### config.mk
export PLATFORM = sky130hd
export DESIGN_NAME = timed_takeover_sequencer
export DESIGN_NICKNAME = d
export VERILOG_FILES = /design/src/rtl/core/tts_pkg.sv /design/src/rtl/core/timed_takeover_sequencer.sv /design/src/rtl/core/tts_step.sv
export SDC_FILE = /design/constraint.sdc
export NUM_CORES = 1
export LEC_CHECK = 0
export ABC_AREA = 1
export BUFFER_PORTS_ARGS = -buffer_cell sky130_fd_sc_hd__buf_4
export CAP_MARGIN = 0
export CORE_AREA = 2 2 121 123
export CTS_CLUSTER_SIZE = 16
export DETAILED_ROUTE_END_ITERATION = 10
export DIE_AREA = 0 0 123 125
export PLACE_DENSITY = 0.78
export SLEW_MARGIN = 20
export SYNTH_ARGS = -nofsm -noshare
export SYNTH_HDL_FRONTEND = slang
export SYNTH_SLANG_ARGS = --single-unit
### constraint.sdc
create_clock -name clk -period 3.6 [get_ports clk]
set_input_delay 0.72 -clock clk [delete_from_list [all_inputs] [get_ports clk]]
set_output_delay 0.72 -clock clk [all_outputs]
set_load 0.005 [all_outputs]
### src/rtl/core/tts_pkg.sv
// Shared types and codes for the timed takeover sequencer.
// Used by tts_step and timed_takeover_sequencer; depends on nothing.
`timescale 1ns / 1ps

package tts_pkg;

	localparam int CFG_W = 16;
	localparam int CFG_IDX_W = 2;

	// event codes, carried on s_tuser
	localparam logic [2:0] CMD_TICK = 3'd0;
	localparam logic [2:0] CMD_START = 3'd1;
	localparam logic [2:0] CMD_CANCEL = 3'd2;
	localparam logic [2:0] CMD_LINK = 3'd3;
	localparam logic [2:0] CMD_ROLE = 3'd4;

	// phases
	localparam logic [2:0] PH_INACTIVE = 3'd0;
	localparam logic [2:0] PH_PRESSED = 3'd1;
	localparam logic [2:0] PH_INITIATING = 3'd2;
	localparam logic [2:0] PH_WAITING = 3'd3;
	localparam logic [2:0] PH_COMPLETE = 3'd4;
	localparam logic [2:0] PH_FAILED = 3'd5;
	localparam logic [2:0] PH_OVERRIDE = 3'd6;

	// result codes
	localparam logic [2:0] RC_SUCCESS = 3'd0;
	localparam logic [2:0] RC_NETWORK = 3'd1;
	localparam logic [2:0] RC_LINK = 3'd2;
	localparam logic [2:0] RC_TIMEOUT = 3'd3;
	localparam logic [2:0] RC_CANCEL = 3'd4;

	// register indexes
	localparam logic [CFG_IDX_W-1:0] CFG_OVERALL = 2'd0;
	localparam logic [CFG_IDX_W-1:0] CFG_SETTLE = 2'd1;
	localparam logic [CFG_IDX_W-1:0] CFG_SYNC = 2'd2;
	localparam logic [CFG_IDX_W-1:0] CFG_HOLD = 2'd3;

	localparam logic [CFG_W-1:0] RST_OVERALL = 16'd10000;
	localparam logic [CFG_W-1:0] RST_SETTLE = 16'd500;
	localparam logic [CFG_W-1:0] RST_SYNC = 16'd5000;
	localparam logic [CFG_W-1:0] RST_HOLD = 16'd2000;

	typedef struct packed {
		logic [2:0] cmd;
		logic       link_here;
		logic       link_in_network;
		logic       role_is_root;
		logic       new_role_is_root;
	} ev_t;

	typedef struct packed {
		logic [2:0] phase;
		logic       running;
		logic       awaiting;
	} ctl_t;

	typedef struct packed {
		logic [CFG_W-1:0] overall_timeout_ms;
		logic [CFG_W-1:0] settle_delay_ms;
		logic [CFG_W-1:0] sync_timeout_ms;
		logic [CFG_W-1:0] display_hold_ms;
	} cfg_t;

	typedef struct packed {
		logic [2:0] state_now;
		logic       state_changed;
		logic       override_flashed;
		logic       done_res;
		logic [2:0] result_code;
		logic       claim_request;
	} res_t;

endpackage

### src/rtl/core/timed_takeover_sequencer.sv
// Top level of the timed takeover sequencer: input register, state, result register.
// Depends on tts_pkg and tts_step.
//
//  port group   dir   handshake          content
//  s_*          in    s_tvalid/s_tready  one event item
//  m_*          out   m_tvalid/m_tready  one result item per event
//  cfg_*        in    cfg_we             register write, no read-back
//
// One item per clock while the output is free; the result is registered the cycle after accept.
// The event logic runs in one pass from the input register into the state and
// result registers, so an item may follow in the very next cycle.
// A stalled m_tready holds the result register; the input register still takes
// one more item, then s_tready drops until the result is taken.
// Reset puts the phase to inactive, clears timers and flags, loads register defaults.
`timescale 1ns / 1ps

module timed_takeover_sequencer #(
	parameter int TIMER_BITS = 16
) (
	input  logic                              clk,
	input  logic                              arst_n,
	input  logic                              s_tvalid,
	output logic                              s_tready,
	input  logic [7:0]                        s_tdata,   // link_here, link_in_network,
	                                                     // role_is_root, new_role_is_root, zeros
	input  logic [2:0]                        s_tuser,   // cmd
	output logic                              m_tvalid,
	input  logic                              m_tready,
	output logic [15:0]                       m_tdata,   // state_now[2:0], state_changed,
	                                                     // override_flashed, done_res,
	                                                     // result_code[2:0], claim_request, zeros
	input  logic                              cfg_we,
	input  logic [tts_pkg::CFG_IDX_W-1:0]     cfg_index,
	input  logic [tts_pkg::CFG_W-1:0]         cfg_wdata
);

	tts_pkg::cfg_t         cfg_q;
	tts_pkg::ev_t          item_s1;
	logic                  vld_s1;
	tts_pkg::ctl_t         ctl_q;
	tts_pkg::ctl_t         ctl_nxt;
	logic [TIMER_BITS-1:0] phase_ms_q;
	logic [TIMER_BITS-1:0] overall_ms_q;
	logic [TIMER_BITS-1:0] phase_ms_nxt;
	logic [TIMER_BITS-1:0] overall_ms_nxt;
	tts_pkg::res_t         res;
	tts_pkg::res_t         res_q;
	logic                  out_vld_q;
	logic                  adv;
	logic                  fire;

	assign adv = !out_vld_q || m_tready;
	assign fire = vld_s1 && adv;
	assign s_tready = !vld_s1 || adv;

	// configuration registers
	always_ff @(posedge clk or negedge arst_n) begin
		if (!arst_n) begin
			cfg_q.overall_timeout_ms <= tts_pkg::RST_OVERALL;
			cfg_q.settle_delay_ms <= tts_pkg::RST_SETTLE;
			cfg_q.sync_timeout_ms <= tts_pkg::RST_SYNC;
			cfg_q.display_hold_ms <= tts_pkg::RST_HOLD;
		end else if (cfg_we) begin
			unique case (cfg_index)
				tts_pkg::CFG_OVERALL: cfg_q.overall_timeout_ms <= cfg_wdata;
				tts_pkg::CFG_SETTLE:  cfg_q.settle_delay_ms <= cfg_wdata;
				tts_pkg::CFG_SYNC:    cfg_q.sync_timeout_ms <= cfg_wdata;
				tts_pkg::CFG_HOLD:    cfg_q.display_hold_ms <= cfg_wdata;
			endcase
		end
	end

	// input register
	always_ff @(posedge clk or negedge arst_n) begin
		if (!arst_n) begin
			vld_s1 <= 1'b0;
		end else if (s_tready) begin
			vld_s1 <= s_tvalid;
		end
	end

	always_ff @(posedge clk) begin
		if (s_tvalid && s_tready) begin
			item_s1.cmd <= s_tuser;
			item_s1.link_here <= s_tdata[0];
			item_s1.link_in_network <= s_tdata[1];
			item_s1.role_is_root <= s_tdata[2];
			item_s1.new_role_is_root <= s_tdata[3];
		end
	end

	tts_step #(
		.TIMER_BITS(TIMER_BITS)
	) u_step (
		.ctl            (ctl_q),
		.phase_ms       (phase_ms_q),
		.overall_ms     (overall_ms_q),
		.ev             (item_s1),
		.cfg            (cfg_q),
		.ctl_nxt        (ctl_nxt),
		.phase_ms_nxt   (phase_ms_nxt),
		.overall_ms_nxt (overall_ms_nxt),
		.res            (res)
	);

	// sequencer state
	always_ff @(posedge clk or negedge arst_n) begin
		if (!arst_n) begin
			ctl_q.phase <= tts_pkg::PH_INACTIVE;
			ctl_q.running <= 1'b0;
			ctl_q.awaiting <= 1'b0;
			phase_ms_q <= '0;
			overall_ms_q <= '0;
		end else if (fire) begin
			ctl_q <= ctl_nxt;
			phase_ms_q <= phase_ms_nxt;
			overall_ms_q <= overall_ms_nxt;
		end
	end

	// result register
	always_ff @(posedge clk or negedge arst_n) begin
		if (!arst_n) begin
			out_vld_q <= 1'b0;
		end else if (adv) begin
			out_vld_q <= vld_s1;
		end
	end

	always_ff @(posedge clk) begin
		if (fire) begin
			res_q <= res;
		end
	end

	assign m_tvalid = out_vld_q;
	assign m_tdata = {6'd0, res_q.claim_request, res_q.result_code, res_q.done_res,
		res_q.override_flashed, res_q.state_changed, res_q.state_now};

	// a claim only goes out on the move into waiting
	a_claim_waiting: assert property (@(posedge clk) disable iff (!arst_n)
		fire && res.claim_request |-> ctl_nxt.phase == tts_pkg::PH_WAITING && ctl_nxt.awaiting)
		else $error("claim request outside waiting");

	// link refusal always lands in failed with the link code
	a_flash_failed: assert property (@(posedge clk) disable iff (!arst_n)
		fire && res.override_flashed |-> res.done_res && res.state_changed
		&& res.result_code == tts_pkg::RC_LINK && ctl_nxt.phase == tts_pkg::PH_FAILED)
		else $error("override flash without link failure");

	// a completion leaves nothing awaiting
	a_done_clears: assert property (@(posedge clk) disable iff (!arst_n)
		fire && res.done_res |=> !ctl_q.awaiting)
		else $error("awaiting still set after completion");

	// inactive carries no running attempt
	a_inactive_idle: assert property (@(posedge clk) disable iff (!arst_n)
		ctl_q.phase == tts_pkg::PH_INACTIVE |-> !ctl_q.running && !ctl_q.awaiting
		&& phase_ms_q == '0)
		else $error("inactive with live attempt state");

endmodule

### src/rtl/core/tts_step.sv
// Next-state and result logic for one event of the takeover sequencer.
// Pure combinational; uses tts_pkg types and codes.
`timescale 1ns / 1ps

module tts_step #(
	parameter int TIMER_BITS = 16
) (
	input  tts_pkg::ctl_t          ctl,
	input  logic [TIMER_BITS-1:0]  phase_ms,
	input  logic [TIMER_BITS-1:0]  overall_ms,
	input  tts_pkg::ev_t           ev,
	input  tts_pkg::cfg_t          cfg,
	output tts_pkg::ctl_t          ctl_nxt,
	output logic [TIMER_BITS-1:0]  phase_ms_nxt,
	output logic [TIMER_BITS-1:0]  overall_ms_nxt,
	output tts_pkg::res_t          res
);

	localparam int CMP_W = (TIMER_BITS > tts_pkg::CFG_W) ? TIMER_BITS : tts_pkg::CFG_W;
	localparam logic [TIMER_BITS-1:0] T_MAX = {TIMER_BITS{1'b1}};

	logic [TIMER_BITS-1:0] pm_inc;
	logic [TIMER_BITS-1:0] om_inc;
	logic [CMP_W-1:0]      pm_ext;
	logic [CMP_W-1:0]      om_ext;
	logic                  ge_overall;
	logic                  ge_settle;
	logic                  ge_sync;
	logic                  ge_hold;
	logic                  busy;
	logic                  go;
	logic [2:0]            tgt;

	// saturating timers
	assign pm_inc = (phase_ms == T_MAX) ? phase_ms : phase_ms + TIMER_BITS'(1);
	assign om_inc = (overall_ms == T_MAX) ? overall_ms : overall_ms + TIMER_BITS'(1);
	assign pm_ext = CMP_W'(pm_inc);
	assign om_ext = CMP_W'(om_inc);

	assign ge_overall = om_ext >= CMP_W'(cfg.overall_timeout_ms);
	assign ge_settle  = pm_ext >= CMP_W'(cfg.settle_delay_ms);
	assign ge_sync    = pm_ext >= CMP_W'(cfg.sync_timeout_ms);
	assign ge_hold    = pm_ext >= CMP_W'(cfg.display_hold_ms);

	assign busy = (ctl.phase == tts_pkg::PH_PRESSED) || (ctl.phase == tts_pkg::PH_INITIATING)
		|| (ctl.phase == tts_pkg::PH_WAITING);

	always_comb begin
		ctl_nxt = ctl;
		phase_ms_nxt = phase_ms;
		overall_ms_nxt = overall_ms;
		res = '0;
		go = 1'b0;
		tgt = ctl.phase;

		case (ev.cmd)
			tts_pkg::CMD_TICK: begin
				if (ctl.phase != tts_pkg::PH_INACTIVE) begin
					phase_ms_nxt = pm_inc;
					overall_ms_nxt = om_inc;
					if (busy && ctl.running && ge_overall) begin
						go = 1'b1;
						tgt = tts_pkg::PH_FAILED;
						ctl_nxt.awaiting = 1'b0;
						res.done_res = 1'b1;
						res.result_code = tts_pkg::RC_TIMEOUT;
					end else begin
						unique case (ctl.phase)
							tts_pkg::PH_PRESSED: begin
								if (ge_settle) begin
									go = 1'b1;
									tgt = tts_pkg::PH_INITIATING;
								end
							end
							tts_pkg::PH_INITIATING: begin
								go = 1'b1;
								if (ev.role_is_root) begin
									// already root: straight to complete, no claim
									tgt = tts_pkg::PH_COMPLETE;
									ctl_nxt.awaiting = 1'b0;
									res.done_res = 1'b1;
									res.result_code = tts_pkg::RC_SUCCESS;
								end else begin
									tgt = tts_pkg::PH_WAITING;
									ctl_nxt.awaiting = 1'b1;
									res.claim_request = 1'b1;
								end
							end
							tts_pkg::PH_WAITING: begin
								if (ctl.awaiting) begin
									if (ge_sync) begin
										go = 1'b1;
										tgt = tts_pkg::PH_FAILED;
										ctl_nxt.awaiting = 1'b0;
										res.done_res = 1'b1;
										res.result_code = tts_pkg::RC_NETWORK;
									end
								end else if (ev.role_is_root) begin
									go = 1'b1;
									tgt = tts_pkg::PH_COMPLETE;
									ctl_nxt.awaiting = 1'b0;
									res.done_res = 1'b1;
									res.result_code = tts_pkg::RC_SUCCESS;
								end
							end
							default: begin
								// terminal phases: hold for display, then back to inactive
								if (ge_hold) begin
									go = 1'b1;
									tgt = tts_pkg::PH_INACTIVE;
								end
							end
						endcase
					end
				end
			end
			tts_pkg::CMD_START: begin
				if (ctl.phase == tts_pkg::PH_INACTIVE) begin
					go = 1'b1;
					if (ev.link_here || ev.link_in_network) begin
						// flags an override flash on the way to failed
						tgt = tts_pkg::PH_FAILED;
						ctl_nxt.awaiting = 1'b0;
						res.done_res = 1'b1;
						res.result_code = tts_pkg::RC_LINK;
						res.override_flashed = 1'b1;
					end else begin
						tgt = tts_pkg::PH_PRESSED;
						overall_ms_nxt = '0;
						ctl_nxt.running = 1'b1;
					end
				end
			end
			tts_pkg::CMD_CANCEL: begin
				if (ctl.phase != tts_pkg::PH_INACTIVE) begin
					go = 1'b1;
					tgt = tts_pkg::PH_FAILED;
					ctl_nxt.awaiting = 1'b0;
					res.done_res = 1'b1;
					res.result_code = tts_pkg::RC_CANCEL;
				end
			end
			tts_pkg::CMD_LINK: begin
				if (busy) begin
					go = 1'b1;
					tgt = tts_pkg::PH_FAILED;
					ctl_nxt.awaiting = 1'b0;
					res.done_res = 1'b1;
					res.result_code = tts_pkg::RC_LINK;
					res.override_flashed = 1'b1;
				end
			end
			tts_pkg::CMD_ROLE: begin
				if (ctl.awaiting) begin
					ctl_nxt.awaiting = 1'b0;
					if (ctl.phase == tts_pkg::PH_WAITING) begin
						go = 1'b1;
						res.done_res = 1'b1;
						if (ev.new_role_is_root) begin
							tgt = tts_pkg::PH_COMPLETE;
							res.result_code = tts_pkg::RC_SUCCESS;
						end else begin
							tgt = tts_pkg::PH_FAILED;
							res.result_code = tts_pkg::RC_NETWORK;
						end
					end
				end
			end
			default: ;
		endcase

		// phase change: clear phase timer; entering inactive clears the rest
		if (go && (tgt != ctl.phase)) begin
			ctl_nxt.phase = tgt;
			phase_ms_nxt = '0;
			res.state_changed = 1'b1;
			if (tgt == tts_pkg::PH_INACTIVE) begin
				overall_ms_nxt = '0;
				ctl_nxt.running = 1'b0;
				ctl_nxt.awaiting = 1'b0;
			end
		end
		res.state_now = ctl_nxt.phase;
	end

endmodule
==> reports/results.tsv <==
metric	value	unit
outcome	finished, violations left	
violations	negative setup slack	
critical_path_depth	26	
gp_congestion	0.911	
clkSinkCount	120	
ys_seq_area_frac	0.407	
finalCritPeriodShare	1.11	
synth_top_family_by_area	simple AND/OR/NAND/NOR gates	
via_per_inst	5.68	
hp-class	input pin to async pin	
cp-endpoint	phase_ms_q[11]	
final.setup_skew	0.00769	ns
drc_errors	0	
worstSetupPathType	register to register	
io_buffer_count	41	
setup_violations	40	
start_kind	register	
root_buffer	clkbuf_16	
dp_hpwl	13900	um
synth-xor-area-share	0.0195	
synth-simple-area-share	0.232	
async_reset_ff_frac	0.858	
worstReg2RegStart	overall_ms_q[1]	
reg2reg_slack	-0.40	ns
filler_cell_count	937	
grt_util_met3	0.0579	
hold_viol_final	0	
p_leak	5.25	nW
critical_path_required	3.97	ns
netlist_instances	989	
ios	52	
synth_cell_type_count	47	
overflow	0	
ant_nets	0	
cts_tree	done	
start_util	0.539	
globalRoute.busiestLayer	met2	
dieArea	15400	um2
powerDensity	545	nW/um2
antenna_found_initial	0	
crit_fanout	16	
maxCapViolations	0	
cts.clk_slew.worst_paths	0.06	ns
synth_seq_cells	120	
die_h	125	um
post-synth-top-area-cell	dfrtp_1	
slew_viol_final	0	
crit_family	simple AND/OR/NAND/NOR gates	
rsz0062_at_grt	true	
clock.fmax	0.250	GHz
post-place-ws	-0.409	ns
fin_ws	-0.401	ns
arrival	4.37	ns
synth_compound_area_frac	0.134	
wl	23200	um
numCtsBuffers	17	
routedWlPerCell	17.0	um
use_met1	0.371	
design.core.area	14200	um2
die_width	123	um
h-tree-depth	4	
final_nets	1265	
synthMuxAreaShare	0	
post-place-cells	1282	
grt_pass1_wl	35000	um
row_count	44	
grt_usage	0.291	
min_period	4.00	ns
antenna_cells	0	
cp-startpoint	overall_ms_q[1]	
timing.rr.end	phase_ms_q[11]	
cpPeakStageDelay	0.42	ns
firstDrtPassIters	6	
cts_buffer_depth	2	
timing.slew.headroom	0.259	
crit_path_end_kind	register	
final_common_cell	nand2_1	
num_vias	7739	
tightestPinTransition	1.11	ns
synth_ff_type	dfrtp_1	
synth_area	7650	um2
synth_edf_count	17	
clock_latency	0.43	ns
synth_top_cell_area_share	0.265	
synthAdderAreaFrac	0.108	
cpMostUsedCell	nand2_1	
cp_num_buf_inv	5	
ys.warnings.count	0	
first_iter_violations	840	
drive_above_1_share	0.319	
grt_pass1_vias	7291	
peakVddDrop	0.483	mV
grt_max_degree	64	
ff2ff_path_depth	26	
slowest_stage	dfrtp_1	
area_growth	36.9	%
cts_hold_buf	0	
met2_usage	0.479	
stdcell_count	1362	
synth_area_per_cell	7.74	um2
synthTopCellsByArea	dfrtp_1 (26%), nand2_1 (12%), ha_1 (11%), dfstp_2 (7.6%), inv_1 (7.5%)	
final_cell_mix	nand2_1 (217), buf_4 (167), inv_1 (149), o21ai_0 (84), dfrtp_1 (81)	
## cell usage after synthesis (3+ instances only)
cell,count
a21oi_1,41
a22oi_1,9
buf_4,6
clkbuf_1,20
dfrtp_1,81
dfstp_2,22
edfxtp_1,17
ha_1,66
inv_1,153
inv_2,8
nand2_1,242
nand2_2,5
nand3_1,43
nand4_1,33
nor2_1,51
nor2_2,3
nor3_1,21
nor4_1,3
o21a_1,5
o21ai_0,103
o21ai_1,3
o22ai_1,3
o31ai_1,6
xnor2_1,3
xor2_1,14
## metrics by stage
stage	setup TNS, ns	util	total power, mW	hold slack (ns)	cell area, um2
after floorplan	-0.0435	-	2.76	0.424	7680
after global placement	-7.45	0.618	3.31	0.467	8770
after detailed placement	-9.90	0.618	3.38	0.473	8770
after CTS	-3.27	0.705	5.37	0.398	10000
after global routing	-24.85	0.737	5.97	0.455	10500
final	-11.22	0.737	5.71	0.388	10500
## worst min path at each step
| stage | startpoint | endpoint | slack, ns | cells past startpoint |
|---|---|---|---|---|
| after floorplan | arst_n | cfg_q[0] | 0.42 | 0 |
| after global placement | cfg_q[33] | cfg_q[33] | 0.47 | 2 |
| after detailed placement | cfg_q[12] | cfg_q[12] | 0.47 | 2 |
| after CTS | arst_n | cfg_q[22] | 0.40 | 1 |
| after global routing | arst_n | cfg_q[22] | 0.46 | 1 |
| final | arst_n | cfg_q[51] | 0.39 | 1 |
## power breakdown
group	switching [mW]	internal [mW]
combinational	1.25	0.894
sequential	0.174	1.63
clock	0.666	1.09
## final cells by class
type                    instances  area (um2)  area share
repair buffers                181        1420       0.136
well taps                     184         230      0.0220
inverters                     161         608      0.0581
clock buffers                  18         429      0.0410
multi-input cells             684        4490       0.429
clock inverters                14         176      0.0168
flip-flops and latches        120        3120       0.297
## state kept, by name, summed over array words and instances (netlist names)
signal        count
cfg_q            64
ctl_q             5
item_s1           7
m_tdata          10
m_tvalid          1
overall_ms_q     16
phase_ms_q       16
vld_s1            1
## per-layer routing
metal,wire [um],share of wire
met1,9000,0.39
met2,11400,0.49
met3,1810,0.078
met4,1010,0.043
met5,0,0
## kinds of logic after synthesis
logic type,after synthesis
simple gates,410
buf+inv,191
compound gates,184
flops,120
fa+ha+maj,66
xor+xnor,17
other cells,1
## repair_timing
item,4_1_cts,5_1_grt
gates resized for setup,94,75
setup endpoints to repair,39,45
hold endpoints to repair,0,0
cloned,0,2
buffers inserted,32,16
pin swaps,24,30
Note: power is estimated with default switching activity, not from simulation.
